<file path="src/hdl/stts_pkg.sv">
// Shared types and constants for the switch trigger track selector.
`timescale 1ns / 1ps

package stts_pkg;

   localparam int unsigned SwitchWidth = 8;
   localparam int unsigned IndexWidth  = 3;
   localparam int unsigned LastWidth   = 4;
   localparam int unsigned CountWidth  = 4;

   // Marker held in the last-switch register when no switch has been played.
   localparam logic [LastWidth-1:0] NO_SWITCH = 4'd15;

   typedef enum logic [1:0] {
      MODE_ALTERNATE  = 2'd0,
      MODE_LAST_INPUT = 2'd1,
      MODE_PRIORITY   = 2'd2,
      MODE_HOLD       = 2'd3
   } stts_mode_type;

   localparam stts_mode_type MODE_RESET = MODE_ALTERNATE;

   typedef struct packed {
      logic [7:0] port_a_raw;
      logic [7:0] port_b_raw;
      logic       change_seen;
      logic       player_busy;
   } stts_req_type;

   typedef struct packed {
      logic                  play_valid;
      logic [IndexWidth-1:0] play_index;
      logic                  stop_request;
   } stts_rsp_type;

   typedef struct packed {
      logic [LastWidth-1:0] last_switch;
      logic                 pair_latch;
   } stts_state_type;

endpackage

</file>
<file path="src/hdl/stts_in_reg.sv">
// Input register that holds one accepted request until it is processed.
`timescale 1ns / 1ps

module stts_in_reg (
   input  logic                  clock,
   input  logic                  reset,
   input  logic                  req_valid,
   output logic                  req_stall,
   input  stts_pkg::stts_req_type req_data,
   input  logic                  advance,
   output logic                  item_valid,
   output stts_pkg::stts_req_type item
);
   import stts_pkg::*;

   logic         valid_ff;
   logic         valid_in;
   stts_req_type item_ff;
   logic         accept;

   // The register can take a new transfer when it is empty or its current item moves on.
   assign req_stall = valid_ff && !advance;
   assign accept    = req_valid && !req_stall;

   always_comb begin
      if (accept) begin
         valid_in = 1'b1;
      end else if (advance) begin
         valid_in = 1'b0;
      end else begin
         valid_in = valid_ff;
      end
   end

   always_ff @(posedge clock) begin
      if (reset) begin
         valid_ff <= 1'b0;
      end else begin
         valid_ff <= valid_in;
      end
      if (accept) begin
         item_ff <= req_data;
      end
   end

   assign item_valid = valid_ff;
   assign item       = item_ff;

endmodule

</file>
<file path="src/hdl/stts_decide.sv">
// Combinational decision logic: switch reorder, count, scan and mode rules.
`timescale 1ns / 1ps

module stts_decide (
   input  stts_pkg::stts_mode_type  mode,
   input  stts_pkg::stts_req_type   item,
   input  stts_pkg::stts_state_type state_now,
   output stts_pkg::stts_rsp_type   rsp,
   output stts_pkg::stts_state_type state_next
);
   import stts_pkg::*;

   logic [SwitchWidth-1:0] sw;
   logic [SwitchWidth-1:0] sw_skip;
   logic [CountWidth-1:0]  count;
   logic                   any_all;
   logic [IndexWidth-1:0]  pos_all;
   logic                   any_skip;
   logic [IndexWidth-1:0]  pos_skip;
   logic                   stop_bit;
   logic [LastWidth-1:0]   last_eff;
   logic                   play;
   logic                   stop;
   logic [IndexWidth-1:0]  idx;

   // Port A is active low; its high nibble becomes the low nibble and any
   // pressed switch in the low nibble folds into bit 7.
   always_comb begin
      sw      = '0;
      sw[3:0] = ~item.port_a_raw[7:4];
      sw[7]   = |(~item.port_a_raw[3:0]);
   end

   // A last_switch value of 8 or above never matches a position.
   always_comb begin
      sw_skip = sw;
      if (!state_now.last_switch[LastWidth-1]) begin
         sw_skip[state_now.last_switch[IndexWidth-1:0]] = 1'b0;
      end
   end

   always_comb begin
      count = '0;
      for (int i = 0; i < SwitchWidth; i++) begin
         count = count + {{(CountWidth-1){1'b0}}, sw[i]};
      end
   end

   // Scan from the top so that the lowest set position wins.
   always_comb begin
      any_all  = 1'b0;
      pos_all  = '0;
      any_skip = 1'b0;
      pos_skip = '0;
      for (int i = SwitchWidth - 1; i >= 0; i--) begin
         if (sw[i]) begin
            any_all = 1'b1;
            pos_all = IndexWidth'(i);
         end
         if (sw_skip[i]) begin
            any_skip = 1'b1;
            pos_skip = IndexWidth'(i);
         end
      end
   end

   assign stop_bit = !item.port_b_raw[0];
   assign last_eff = item.player_busy ? state_now.last_switch : NO_SWITCH;

   always_comb begin
      play       = 1'b0;
      stop       = 1'b0;
      idx        = '0;
      state_next = state_now;
      unique case (mode)
         MODE_ALTERNATE: begin
            if (item.change_seen) begin
               if (stop_bit) begin
                  stop = 1'b1;
               end else if (!item.player_busy) begin
                  if (count == CountWidth'(1)) begin
                     play                   = 1'b1;
                     idx                    = pos_all;
                     state_next.last_switch = {1'b0, pos_all};
                  end else if (count == CountWidth'(2) && any_skip) begin
                     play                   = 1'b1;
                     idx                    = pos_skip;
                     state_next.last_switch = {1'b0, pos_skip};
                  end
               end
            end
         end
         MODE_LAST_INPUT: begin
            if (item.change_seen) begin
               if (stop_bit) begin
                  stop = 1'b1;
               end else if (count == CountWidth'(1)) begin
                  play                   = 1'b1;
                  idx                    = pos_all;
                  state_next.pair_latch  = 1'b0;
                  state_next.last_switch = {1'b0, pos_all};
                  stop = ({1'b0, pos_all} != state_now.last_switch);
               end else if (count == CountWidth'(2) && !state_now.pair_latch && any_skip) begin
                  play                   = 1'b1;
                  stop                   = 1'b1;
                  idx                    = pos_skip;
                  state_next.last_switch = {1'b0, pos_skip};
                  state_next.pair_latch  = 1'b1;
               end
            end
         end
         MODE_PRIORITY: begin
            if (item.change_seen) begin
               if (stop_bit) begin
                  stop = 1'b1;
               end else begin
                  // An idle player forgets the last track before the scan.
                  state_next.last_switch = last_eff;
                  if (any_all) begin
                     play = 1'b1;
                     if ({1'b0, pos_all} < last_eff) begin
                        stop                   = 1'b1;
                        idx                    = pos_all;
                        state_next.last_switch = {1'b0, pos_all};
                     end else begin
                        idx = last_eff[IndexWidth-1:0];
                     end
                  end
               end
            end
         end
         MODE_HOLD: begin
            if (item.change_seen && count == CountWidth'(1)) begin
               if (stop_bit) begin
                  stop = 1'b1;
               end else begin
                  play                   = 1'b1;
                  idx                    = pos_all;
                  state_next.last_switch = {1'b0, pos_all};
               end
            end else begin
               stop = 1'b1;
            end
         end
         default: begin
            stop = 1'b0;
         end
      endcase
   end

   always_comb begin
      rsp.play_valid   = play;
      rsp.play_index   = play ? idx : '0;
      rsp.stop_request = stop;
   end

endmodule

</file>
<file path="src/hdl/switch_trigger_track_selector_core.sv">
// Top level of the switch trigger track selector.
`timescale 1ns / 1ps

// Usage:
// Each request transfer on req_ carries one sample of the two active-low
// switch port bytes, the change flag and the player's busy flag. Every
// request gives exactly one response on rsp_: a play request with a track
// index, a stop request, both or neither.
// A request is registered in the input register when it is accepted, decided
// combinationally from that register, and its response is then registered
// in the response register. One request per cycle is sustained while
// rsp_stall is low; the track history is updated on the same edge that loads
// the response, which lets the next sample use it at once.
// When rsp_stall is high the response register holds its transfer and the
// input register keeps the following sample; req_stall rises only when both
// are full. csr_write_enable loads trigger_mode; write it only while the
// block is idle; the block does not enforce this. Reset clears both valid
// flags, sets trigger_mode to alternating and marks track history empty.

module switch_trigger_track_selector_core (
   input  logic                   clock,
   input  logic                   reset,
   input  logic                   req_valid,
   output logic                   req_stall,
   input  stts_pkg::stts_req_type req_data,
   output logic                   rsp_valid,
   input  logic                   rsp_stall,
   output stts_pkg::stts_rsp_type rsp_data,
   input  logic                   csr_write_enable,
   input  logic [1:0]             csr_write_data
);
   import stts_pkg::*;

   stts_mode_type  mode_ff;
   stts_state_type state_ff;
   stts_state_type state_in;
   logic           rsp_valid_ff;
   logic           rsp_valid_in;
   stts_rsp_type   rsp_ff;
   stts_rsp_type   rsp_in;
   logic           item_valid;
   stts_req_type   item;
   logic           advance;

   assign advance = item_valid && (!rsp_valid_ff || !rsp_stall);

   stts_in_reg u_in_reg (
      .clock      (clock),
      .reset      (reset),
      .req_valid  (req_valid),
      .req_stall  (req_stall),
      .req_data   (req_data),
      .advance    (advance),
      .item_valid (item_valid),
      .item       (item)
   );

   stts_decide u_decide (
      .mode       (mode_ff),
      .item       (item),
      .state_now  (state_ff),
      .rsp        (rsp_in),
      .state_next (state_in)
   );

   always_comb begin
      if (advance) begin
         rsp_valid_in = 1'b1;
      end else if (!rsp_stall) begin
         rsp_valid_in = 1'b0;
      end else begin
         rsp_valid_in = rsp_valid_ff;
      end
   end

   always_ff @(posedge clock) begin
      if (reset) begin
         mode_ff              <= MODE_RESET;
         state_ff.last_switch <= NO_SWITCH;
         state_ff.pair_latch  <= 1'b0;
         rsp_valid_ff         <= 1'b0;
      end else begin
         if (csr_write_enable) begin
            mode_ff <= stts_mode_type'(csr_write_data);
         end
         if (advance) begin
            state_ff <= state_in;
         end
         rsp_valid_ff <= rsp_valid_in;
      end
      if (advance) begin
         rsp_ff <= rsp_in;
      end
   end

   assign rsp_valid = rsp_valid_ff;
   assign rsp_data  = rsp_ff;

endmodule

</file>
<file path="config.mk">
export PLATFORM = sky130hd
export DESIGN_NAME = switch_trigger_track_selector_core
export DESIGN_NICKNAME = d
export VERILOG_FILES = /design/src/hdl/stts_pkg.sv /design/src/hdl/stts_in_reg.sv /design/src/hdl/stts_decide.sv /design/src/hdl/switch_trigger_track_selector_core.sv
export SDC_FILE = /design/constraint.sdc
export NUM_CORES = 1
export LEC_CHECK = 0
export ABC_AREA = 1
export BUFFER_PORTS_ARGS = -buffer_cell sky130_fd_sc_hd__buf_2
export CORE_UTILIZATION = 30
export CTS_BUF_LIST = sky130_fd_sc_hd__clkbuf_4 sky130_fd_sc_hd__clkbuf_8
export CTS_CLUSTER_DIAMETER = 120
export CTS_CLUSTER_SIZE = 30
export DETAILED_ROUTE_END_ITERATION = 10
export GPL_ROUTABILITY_DRIVEN = 0
export HOLD_SLACK_MARGIN = 0.1
export MAX_ROUTING_LAYER = met4
export PLACE_DENSITY = 0.56
export SETUP_SLACK_MARGIN = 0.15
export SLEW_MARGIN = 20
export SYNTH_ARGS = -nofsm -noshare
export SYNTH_HDL_FRONTEND = slang
export SYNTH_SLANG_ARGS = --single-unit
</file>
<file path="constraint.sdc">
create_clock -name clock -period 3.2 [get_ports clock]
set_input_delay 0.32 -clock clock [delete_from_list [all_inputs] [get_ports clock]]
set_output_delay 0.32 -clock clock [all_outputs]
set_load 0.005 [all_outputs]
</file>
After elaboration in Yosys (flattened, before gate mapping)
Cells that the tools add are included.
{"block": "totals", "regBits": 25, "inputBits": 25, "output_inout_bits": 7}
{"block": "classes", "n_addsub": 4, "order_cmp": 3, "n_eq_ne": 18, "n_mux": 92, "bitwise": 4, "n_reduce_logical": 20}
{"operator": "$mux 3", "count": 28}
{"operator": "$mux 4", "count": 12}
{"operator": "$mux 1", "count": 42}
{"operator": "$mux 5", "count": 4}
{"operator": "$ne 2x2->1 const B", "count": 8}
{"operator": "$pmux 4 s4", "count": 1}
{"operator": "$add 4x1->4", "count": 3}
{"operator": "$pmux 3 s4", "count": 1}
{"operator": "$reduce_and 12->1", "count": 1}
{"operator": "$and 8x8->8", "count": 1}
{"operator": "$logic_and 1x1->1", "count": 8}
{"operator": "$mux 8", "count": 1}
{"operator": "$not 4->4", "count": 2}
{"operator": "$not 8->8", "count": 1}
{"operator": "$pmux 1 s4", "count": 2}
{"operator": "$ne 3x1->1 const B", "count": 2}
{"operator": "$logic_not 1->1", "count": 5}
{"operator": "$reduce_and 5->1", "count": 1}
{"operator": "$eq 2x2->1 const B", "count": 2}
{"operator": "$eq 4x1->1 const B", "count": 1}
{"operator": "$eq 4x2->1 const B", "count": 1}
{"operator": "$lt 3x4->1", "count": 1}
{"operator": "$lt 3x4->1 const B", "count": 1}
{"operator": "$ne 2x1->1 const B", "count": 2}
{"operator": "9 further kinds", "count": 10}

Logic depth before layout (Yosys ltp)
Gate-level depths: netlist of the first run.
{"block": "logic_depth", "depth_word": 22, "ltp_mapped": 19}

Modules after synthesis
A second synthesis of the first run with hierarchy kept.
{"block": "hier_totals", "cells_unflattened": 283, "area_unflattened_um2": 2155.8}
{"mod": "stts_decide", "n_inst": 1, "cells_each": 216, "area_per_inst_um2": 1124.8, "seq_area_each_um2": 0.0}
{"mod": "stts_in_reg", "n_inst": 1, "cells_each": 25, "area_per_inst_um2": 586.8, "seq_area_each_um2": 560.5}
{"mod": "switch_trigger_track_selector_core", "n_inst": 1, "cells_each": 42, "area_per_inst_um2": 444.2, "seq_area_each_um2": 310.3}

Worst setup path after synthesis of the first run
Ideal clock, no wire load.
{"block": "synth_path", "kind": "flip-flop to flip-flop", "start": "reg u_in_reg.item_ff, in the netlist u_in_reg.item[14]", "end": "reg rsp_ff, in the netlist rsp_data[1] (data pin)", "setup_ps": 261, "arrival_time_ps": 3007, "required_time_ps": 2939, "slack_ps": -67, "stages_incl_launch_ff": 17, "period_less_slack_ps": 3267, "path_cell_list": "edfxtp_1 > inv_1 > ha_1 > inv_1 > fa_1 > inv_1 > ha_1 > fa_1 > inv_1 > nand3_4 > inv_1 > or2_2 > and2_4 > nand2_4 > a21oi_2 > a21oi_2 > a21oi_1"}
{"block": "synth_via", "elab_chain_len": 13, "elab_cells_between_ends": 48, "classes_between": "add/sub (4); order compare (1); eq/ne (2); mux (35); bitwise (2); reduce/logical (4)"}
{"item": "start, declared", "line_no": "stts_in_reg.sv:18", "rtl": "stts_req_type item_ff;"}
{"item": "start signal, assigned", "line_no": "stts_in_reg.sv:42", "rtl": "item_ff <= req_data;"}
{"item": "$not 4->4 *", "line_no": "stts_decide.sv:30", "rtl": "sw[3:0] = ~item.port_a_raw[7:4];"}
{"item": "$add 1x1->2", "line_no": "stts_decide.sv:45", "rtl": "count = count + {{(CountWidth-1){1'b0}}, sw[i]};"}
{"item": "$add 4x1->4 (3 in series)", "line_no": "stts_decide.sv:45"}
{"item": "$eq 4x2->1", "line_no": "stts_decide.sv:85, stts_decide.sv:103"}
{"item": "$logic_and 1x1->1 (on tied branches)", "line_no": "stts_decide.sv:85, stts_decide.sv:103"}
{"item": "$mux 3 (tied with other cells)", "line_no": "stts_decide.sv:85", "rtl": "end else if (count == CountWidth'(2) && any_skip) begin"}
{"item": "$mux 3 (tied with other cells)", "line_no": "stts_decide.sv:81", "rtl": "if (count == CountWidth'(1)) begin"}
{"item": "$mux 3 (tied with other cells)", "line_no": "stts_decide.sv:80", "rtl": "end else if (!item.player_busy) begin"}
{"item": "$mux 3 (tied with other cells)", "line_no": "stts_decide.sv:78", "rtl": "if (stop_bit) begin"}
{"item": "$mux 3 (tied with other cells)", "line_no": "stts_decide.sv:77", "rtl": "if (item.change_seen) begin"}
{"item": "$pmux 3 s4 / $pmux 1 s4 (equally long branches)", "line_no": "stts_decide.sv:75", "rtl": "unique case (mode)"}
{"item": "end signal, assigned", "line_no": "switch_trigger_track_selector_core.sv:92", "rtl": "rsp_ff <= rsp_in;"}
{"item": "end, declared", "line_no": "switch_trigger_track_selector_core.sv:39", "rtl": "stts_rsp_type rsp_ff;"}
Every way passes the cells marked *; elsewhere a longest branch is shown, timed or not.
A chain may end at the register's enable or synchronous reset.

Final worst setup path of the first run
Same ends and word-level chain as after synthesis.

==> results of run 1 <==
-- per-layer routing --
layer	up-vias	routed length, microns	track usage
met2	45	1980	0.226
li1	881	-	-
met3	4	184	0.0200
met5	-	0	-
met4	0	59	0.0456
met1	730	1970	0.179
-- final cells by class --
type                            instances  area, sq um
Clock buffer                            3         41.3
Fill cell                             653         3740
Multi-Input combinational cell        184         1150
Clock inverter                          1         5.00
Sequential cell                        25          661
Inverter                               43          161
Tap cell                               75         93.8
Timing Repair Buffer                   32          180
-- worst reg2reg max path, cell delays in order (launching register included) --
cell	delay (ns)
edfxtp_1	0.38
inv_2	0.06
ha_4	0.25
inv_2	0.03
fa_1	0.46
inv_1	0.04
ha_2	0.16
fa_1	0.49
inv_2	0.05
nand3_4	0.09
inv_2	0.05
or2_4	0.24
and2_4	0.16
nand2_4	0.09
a21oi_2	0.06
a21oi_2	0.20
a21oi_1	0.07
-- sequential cells by signal, summed over array words and instances, names as in the netlist --
register,cells
mode_ff,2
rsp_valid,1
u_in_reg.item_valid,1
state_ff,5
rsp_data,5
u_in_reg.item,11
-- logic make-up after synthesis --
family	Yosys count	share of synthesized area
compound gates	30	0.103
xor+xnor	1	0.00460
fa+ha+maj	11	0.0802
buf+inv	43	0.0848
flops	25	0.347
simple gates	142	0.381
-- cells in the final DEF, fill, tap and decap left out, drive strengths merged, types with 3 or more instances in the layout --
master  synthesis  routed
buf             0      32
nor3            3       3
clkbuf          0       3
nor2           40      40
ha              9       9
clkinv          2       3
edfxtp         16      16
inv            41      41
nand3          23      23
nand2          68      68
a21oi          16      16
dfxtp           9       9
o21ai           8       8
-- synth_stat cells (2+ instances only) --
master | number | area [sq um]
o21ai_0 | 6 | 30.0
nand2_2 | 10 | 62.6
a21oi_1 | 13 | 65.1
nor3_1 | 3 | 15.0
nor2_4 | 4 | 45.0
ha_1 | 9 | 113
dfxtp_1 | 9 | 180
clkinv_1 | 2 | 7.51
inv_1 | 35 | 131
a21oi_2 | 3 | 26.3
nand2_1 | 55 | 206
nor2_1 | 33 | 124
edfxtp_1 | 16 | 480
inv_2 | 6 | 22.5
o21ai_2 | 2 | 17.5
nand3_4 | 3 | 52.6
nor2_2 | 3 | 18.8
nand3_1 | 20 | 100
nand2_4 | 3 | 33.8
or2_2 | 2 | 12.5
fa_1 | 2 | 40.0
-- power groups by stage --
| stage | sequential, W | combinational, W | clock (W) |
|---|---|---|---|
| 5_1_grt | 0.000375 | 0.000271 | 0.000211 |
| 2_1_floorplan | 0.000380 | 0.000170 | 0 |
| 3_3_place_gp | 0.000380 | 0.000228 | 0 |
| 6_report | 0.000373 | 0.000245 | 0.000192 |
| 3_5_place_dp | 0.000380 | 0.000230 | 0 |
| 4_1_cts | 0.000373 | 0.000234 | 0.000197 |
-- path summary, 6_finish.rpt --
path | startpoint | to | slack [ns] | cells after the start
setup reg to reg | u_in_reg.item[14] | rsp_data[1] | 0.07 | 16
setup / recovery | u_in_reg.item[14] | rsp_data[1] | 0.07 | 16
hold reg to reg | state_ff[0] | state_ff[0] | 0.53 | 2
hold / removal | req_data[2] | u_in_reg.item[2] | 0.21 | 1
-- what timing repair did --
item	CTS	global route
setup endpoints to repair	9	10
resized for setup	4	11
pin swaps	6	2
buffers inserted	1	2
-- stage by stage --
stage          utilization  worst slack (ns)  cell area (sq um)  hold slack [ns]  total power [W]
6_report             0.380            0.0709               2290            0.210         0.000810
5_1_grt              0.380           -0.0595               2290            0.200         0.000858
4_1_cts              0.371            0.0573               2240            0.212         0.000805
3_5_place_dp         0.360           0.00527               2170            0.498         0.000610
3_3_place_gp         0.360            0.0133               2170            0.497         0.000608
2_1_floorplan            -            0.0533               1920            0.389         0.000550
==> results.md, run 1 <==
- Mapped Area: 0.00190 sq mm
- Final Skew: 0.00891 ns
- Combinational Power Share: 0.303
- Global-route wire length before repair: 6.87 mm
- Endpoints failing setup: 0
- Synth Instances: around 250
- Worst hold path type: in2reg
- Final period utilization: 0.978
- Core ar.: 0.00603 sq mm
- Syn_nets: 288
- GRT Residual Overflow: 0
- Sw Pwr: 0.000264 W
- CTS Sinks: 25
- Seq cells post-synth: 25
- Drt initial violations: 83
- Net Sw Frac: 0.326
- Slowest-stage cell, CP: fa_1
- Setup CP Type: reg2reg
- Outcome: finished, final reports clean
- Critical Path Most Common Cell: inv_2
- Yosys cell types: 34
- Clk pwr share: 0.237
- H-tree levels: 1
- Final std cells w/o fill: 363
- Sequential share of power: 0.460
- GRT Resource Usage Total: 0.140
- Min cycle time layout: 3.13 ns
- WP data arrival: ~3.2 ns
- CTS tree: built
- Placed insts: 356
- DP Wirelength: 3.36 mm
- Final routed DRC violation total: 0
- CP Capture Type: register
- Power per cell area: 354 mW/mm^2
- VDD IR max: 198 uV
- Buf+Inv Stages, Crit Path: 5
- ANT cells: 0
- Seq/Total Area, Yosys: 0.347
- DR vias: roughly 1,700
- Async SR Flop Fraction: 0
- Most used DFF post-synth: edfxtp_1
- Vias per cell: 4.57
- CP delay by family, top: adder cells
- DRT antenna net count: 0
- Synth Area per Inst: 7.55 sq um
- RSZ-0062 raised after global routing: yes
- Max Cap Violations: 0
- Leakage: 1.01 nW
- Startpoint types: register
- Initial antenna violation count: 0
- Max Clock Freq: 320 MHz
- Setup TNS: 0 ns
- Core Rows: 28
- Int Power: 0.000546 W
- Slowest stage delay, CP: 0.49 ns
- Worst Path Max Fanout: 5
- CTS Buffer Depth: 2
- Final Routed Wirelength: 4.20 mm
- Port buffer count: 24
- Fin nets: 325
- Count of pins over their slew limit: 0
- CP required: approximately 3.2 ns
- Largest net degree at the start of global routing: 15
- Num ports: 32
- DR WL/cell: roughly 12 microns
- Number of global-route vias before repair: between 1,000 and 1,500
- Worst skew pair latency: 0.28 ns
- Die area: between 0.006 and 0.007 sq mm
- EDFF count, synth: 16
- Yosys Warn Count: 0
- Crit path cell chain: inv_2, ha_4, inv_2, fa_1, inv_1, ha_2, fa_1, inv_2, nand3_4, inv_2, or2_4, and2_4, nand2_4, a21oi_2, a21oi_2, a21oi_1
- Final hold violation count: 0
- Starting density of the core: 0.316
- CTS Hold Bufs: 0
- Layout cells sized above 1: 0.319
- Slew at the pin closest to its max-slew limit: between 0.4 and 0.5 ns
- Clock Root Buffer: clkbuf_8
- Worst slew margin: 0.674
- Clk slew on worst S/H paths: approximately 0.090 ns
- TritonCTS buffer count: 3
- Number of detailed-route iterations in the first pass: 4
- Die width: 81.6 microns
- Chip height: 81.6 microns
- Area Growth Syn to Fin: 20.2%
(Power assumes the default switching activity.)
==> run 2: changes to the inputs <==
--- a/config.mk
+++ b/config.mk
@@ -15,7 +15,7 @@
 export GPL_ROUTABILITY_DRIVEN = 0
 export HOLD_SLACK_MARGIN = 0.1
 export MAX_ROUTING_LAYER = met4
-export PLACE_DENSITY = 0.56
+export PLACE_DENSITY = 0.54
 export SETUP_SLACK_MARGIN = 0.15
 export SLEW_MARGIN = 20
 export SYNTH_ARGS = -nofsm -noshare
==> constraint.sdc (replaced) <==
create_clock -name clock -period 4 [get_ports clock]
set_input_delay 0.4 -clock clock [delete_from_list [all_inputs] [get_ports clock]]
set_output_delay 0.4 -clock clock [all_outputs]
set_load 0.005 [all_outputs]
==> run 2 against run 1 <==
Global-route usage is 0.84 points higher. Critical endpoint is now rsp_data[2]. Largest power group unchanged. Via count unchanged. Register-to-register slack gained 0.38 ns. First-iteration DRC count rose by 22%. Setup slack improved by 0.38 ns. Sequential power is 20% lower. Utilization is 2.1 points lower. Design area is 5.4% lower. Critical path depth rose by 2. Hold slack better by 0.083 ns.
==> results.md, run 2 (synthesis gave the netlist of run 1 again) <==
- Number of global-route vias before repair: 1,607
- Count of pins over their slew limit: 0
- Startpoint types: register
- Final Routed Wirelength: about 4.2 mm
- Int Power: around 0.00042 W
- Chip height: ~82 microns
- Leakage: 0.979 nW
- Die area: 0.00667 sq mm
- DP Wirelength: around 3.5 mm
- Max Clock Freq: 282 MHz
- CTS tree: built
- Max Cap Violations: 0
- CP required: between 4 and 5 ns
- Pwr Total: 0.000625 W
- Final routed DRC violation total: 0
- Most frequent cells in the layout: nand2_1 (55), inv_1 (35), nor2_1 (33)
- Largest net degree at the start of global routing: 16
- Multi-input gate area in the final layout: 0.00108 sq mm
- Final hold violation count: 0
- Setup TNS: 0 ns
- Fin nets: 317
- Min cycle time layout: about 3.5 ns
- Drt initial violations: 101
- Layout cells sized above 1: 0.246
- Worst Path Max Fanout: 6
- RSZ-0062 raised after global routing: no
- Num ports: 32
- Sequential share of power: 0.480
- Placed insts: 351
- Area Growth Syn to Fin: 13.7%
- Post-CTS Setup Inserts: 0
- H-tree levels: 1
- TritonCTS buffer count: 3
- Sequential standard cell area: 661 sq um
- DR vias: 1,660
- CP Capture Type: register
- Commonest non-fill, non-tap cell in the layout: nand2_1
- GRT Residual Overflow: 0
- VDD IR max: 152 uV
- Port buffer count: 24
- Starting density of the core: 0.316
- CTS Sinks: 25
- CTS resizes: 0
- Vias per cell: 4.68
- WP data arrival: around 3.6 ns
- Core Rows: 28
- Clk pwr share: 0.247
- Clk slew on worst S/H paths: 0.10 ns
- Power per cell area: just under 300 mW/mm^2
- Number of detailed-route iterations in the first pass: 4
- Worst slew margin: 0.629
- Final period utilization: 0.886
- Clock Root Buffer: clkbuf_8
- Max FFs per register: 11
- ANT cells: 0
- Filler cells: 651
- Combinational Power Share: 0.274
- Initial antenna violation count: 0
- Final Skew: 0.0130 ns
- Setup CP Type: reg2reg
- DR WL/cell: ~12 microns
- CTS Hold Bufs: 0
- Placed standard-cell area: about 0.0021 sq mm
- Endpoints failing setup: 0
- DRT antenna net count: 0
- Outcome: finished, final reports clean
- CTS Buffer Depth: 2
- Slew at the pin closest to its max-slew limit: ~0.55 ns
- Worst hold path type: in2reg
- Sw Pwr: between 0.0002 and 0.00025 W
- Core ar.: 0.00603 sq mm
- Final std cells w/o fill: roughly 360
- Die width: slightly above 80 microns
- Worst skew pair latency: approximately 0.28 ns
- Global-route wire length before repair: 7.26 mm
- Final Cell Area: about 0.0022 sq mm
- GRT Resource Usage Total: 0.148
- Net Sw Frac: 0.325
-- run 2: cell types whose count changed in the layout (fill, tap and decap cells not counted), sizes merged --
cell    delta
buf        -8
clkinv     -1
inv        +1
-- run 2: final timing paths --
check,start,endpoint,slack (ns),cells after the start
worst max-delay path,u_in_reg.item[14],rsp_data[2],0.46,18
worst min-delay path,req_data[2],u_in_reg.item[2],0.29,1
worst min register to register,state_ff[0],state_ff[0],0.51,2
worst max register to register,u_in_reg.item[14],rsp_data[2],0.46,18
-- run 2: layer usage --
metal | vias to the layer above | wire length [microns] | global-route usage
li1 | 866 | - | -
met1 | 751 | 2030 | 0.183
met2 | 34 | 1960 | 0.246
met3 | 9 | 128 | 0.0233
met4 | 0 | 103 | 0.0491
met5 | - | 0 | -
-- run 2: area by class of cell --
class	count	share of cell area
multi-input cells	184	0.499
flip-flops and latches	25	0.305
well taps	75	0.0434
clock buffers	3	0.0191
inverters	43	0.0746
clock inverters	1	0.00289
repair buffers	24	0.0555
-- run 2: power groups by stage --
stage          sequential [W]  combinational, W  clock [W]
2_1_floorplan        0.000304          0.000130          0
6_report             0.000300          0.000171   0.000154
3_5_place_dp         0.000306          0.000170          0
4_1_cts              0.000300          0.000171   0.000162
5_1_grt              0.000302          0.000192   0.000171
3_3_place_gp         0.000305          0.000169          0
-- run 2: stage by stage --
stage                util  worst slack, ns  hold slack [ns]
floorplan               -            0.733            0.455
global placement    0.351            0.509            0.478
detailed placement  0.351            0.460            0.492
CTS                 0.359            0.467            0.285
global route        0.359            0.207            0.281
finish              0.359            0.455            0.293
-- run 2: worst max-delay path, cell delays in order, from the launching register on --
cell and delay [ns]:
edfxtp_1 0.44, inv_1 0.11, ha_1 0.28, inv_1 0.05, fa_1 0.49, inv_1 0.04
ha_1 0.18, fa_1 0.48, inv_1 0.07, nand3_4 0.11, inv_1 0.13, or2_2 0.32
and2_4 0.18, nand2_2 0.06, nor2_1 0.04, nor2_1 0.12, nand2_1 0.07, nand2_1 0.06
a21oi_1 0.07
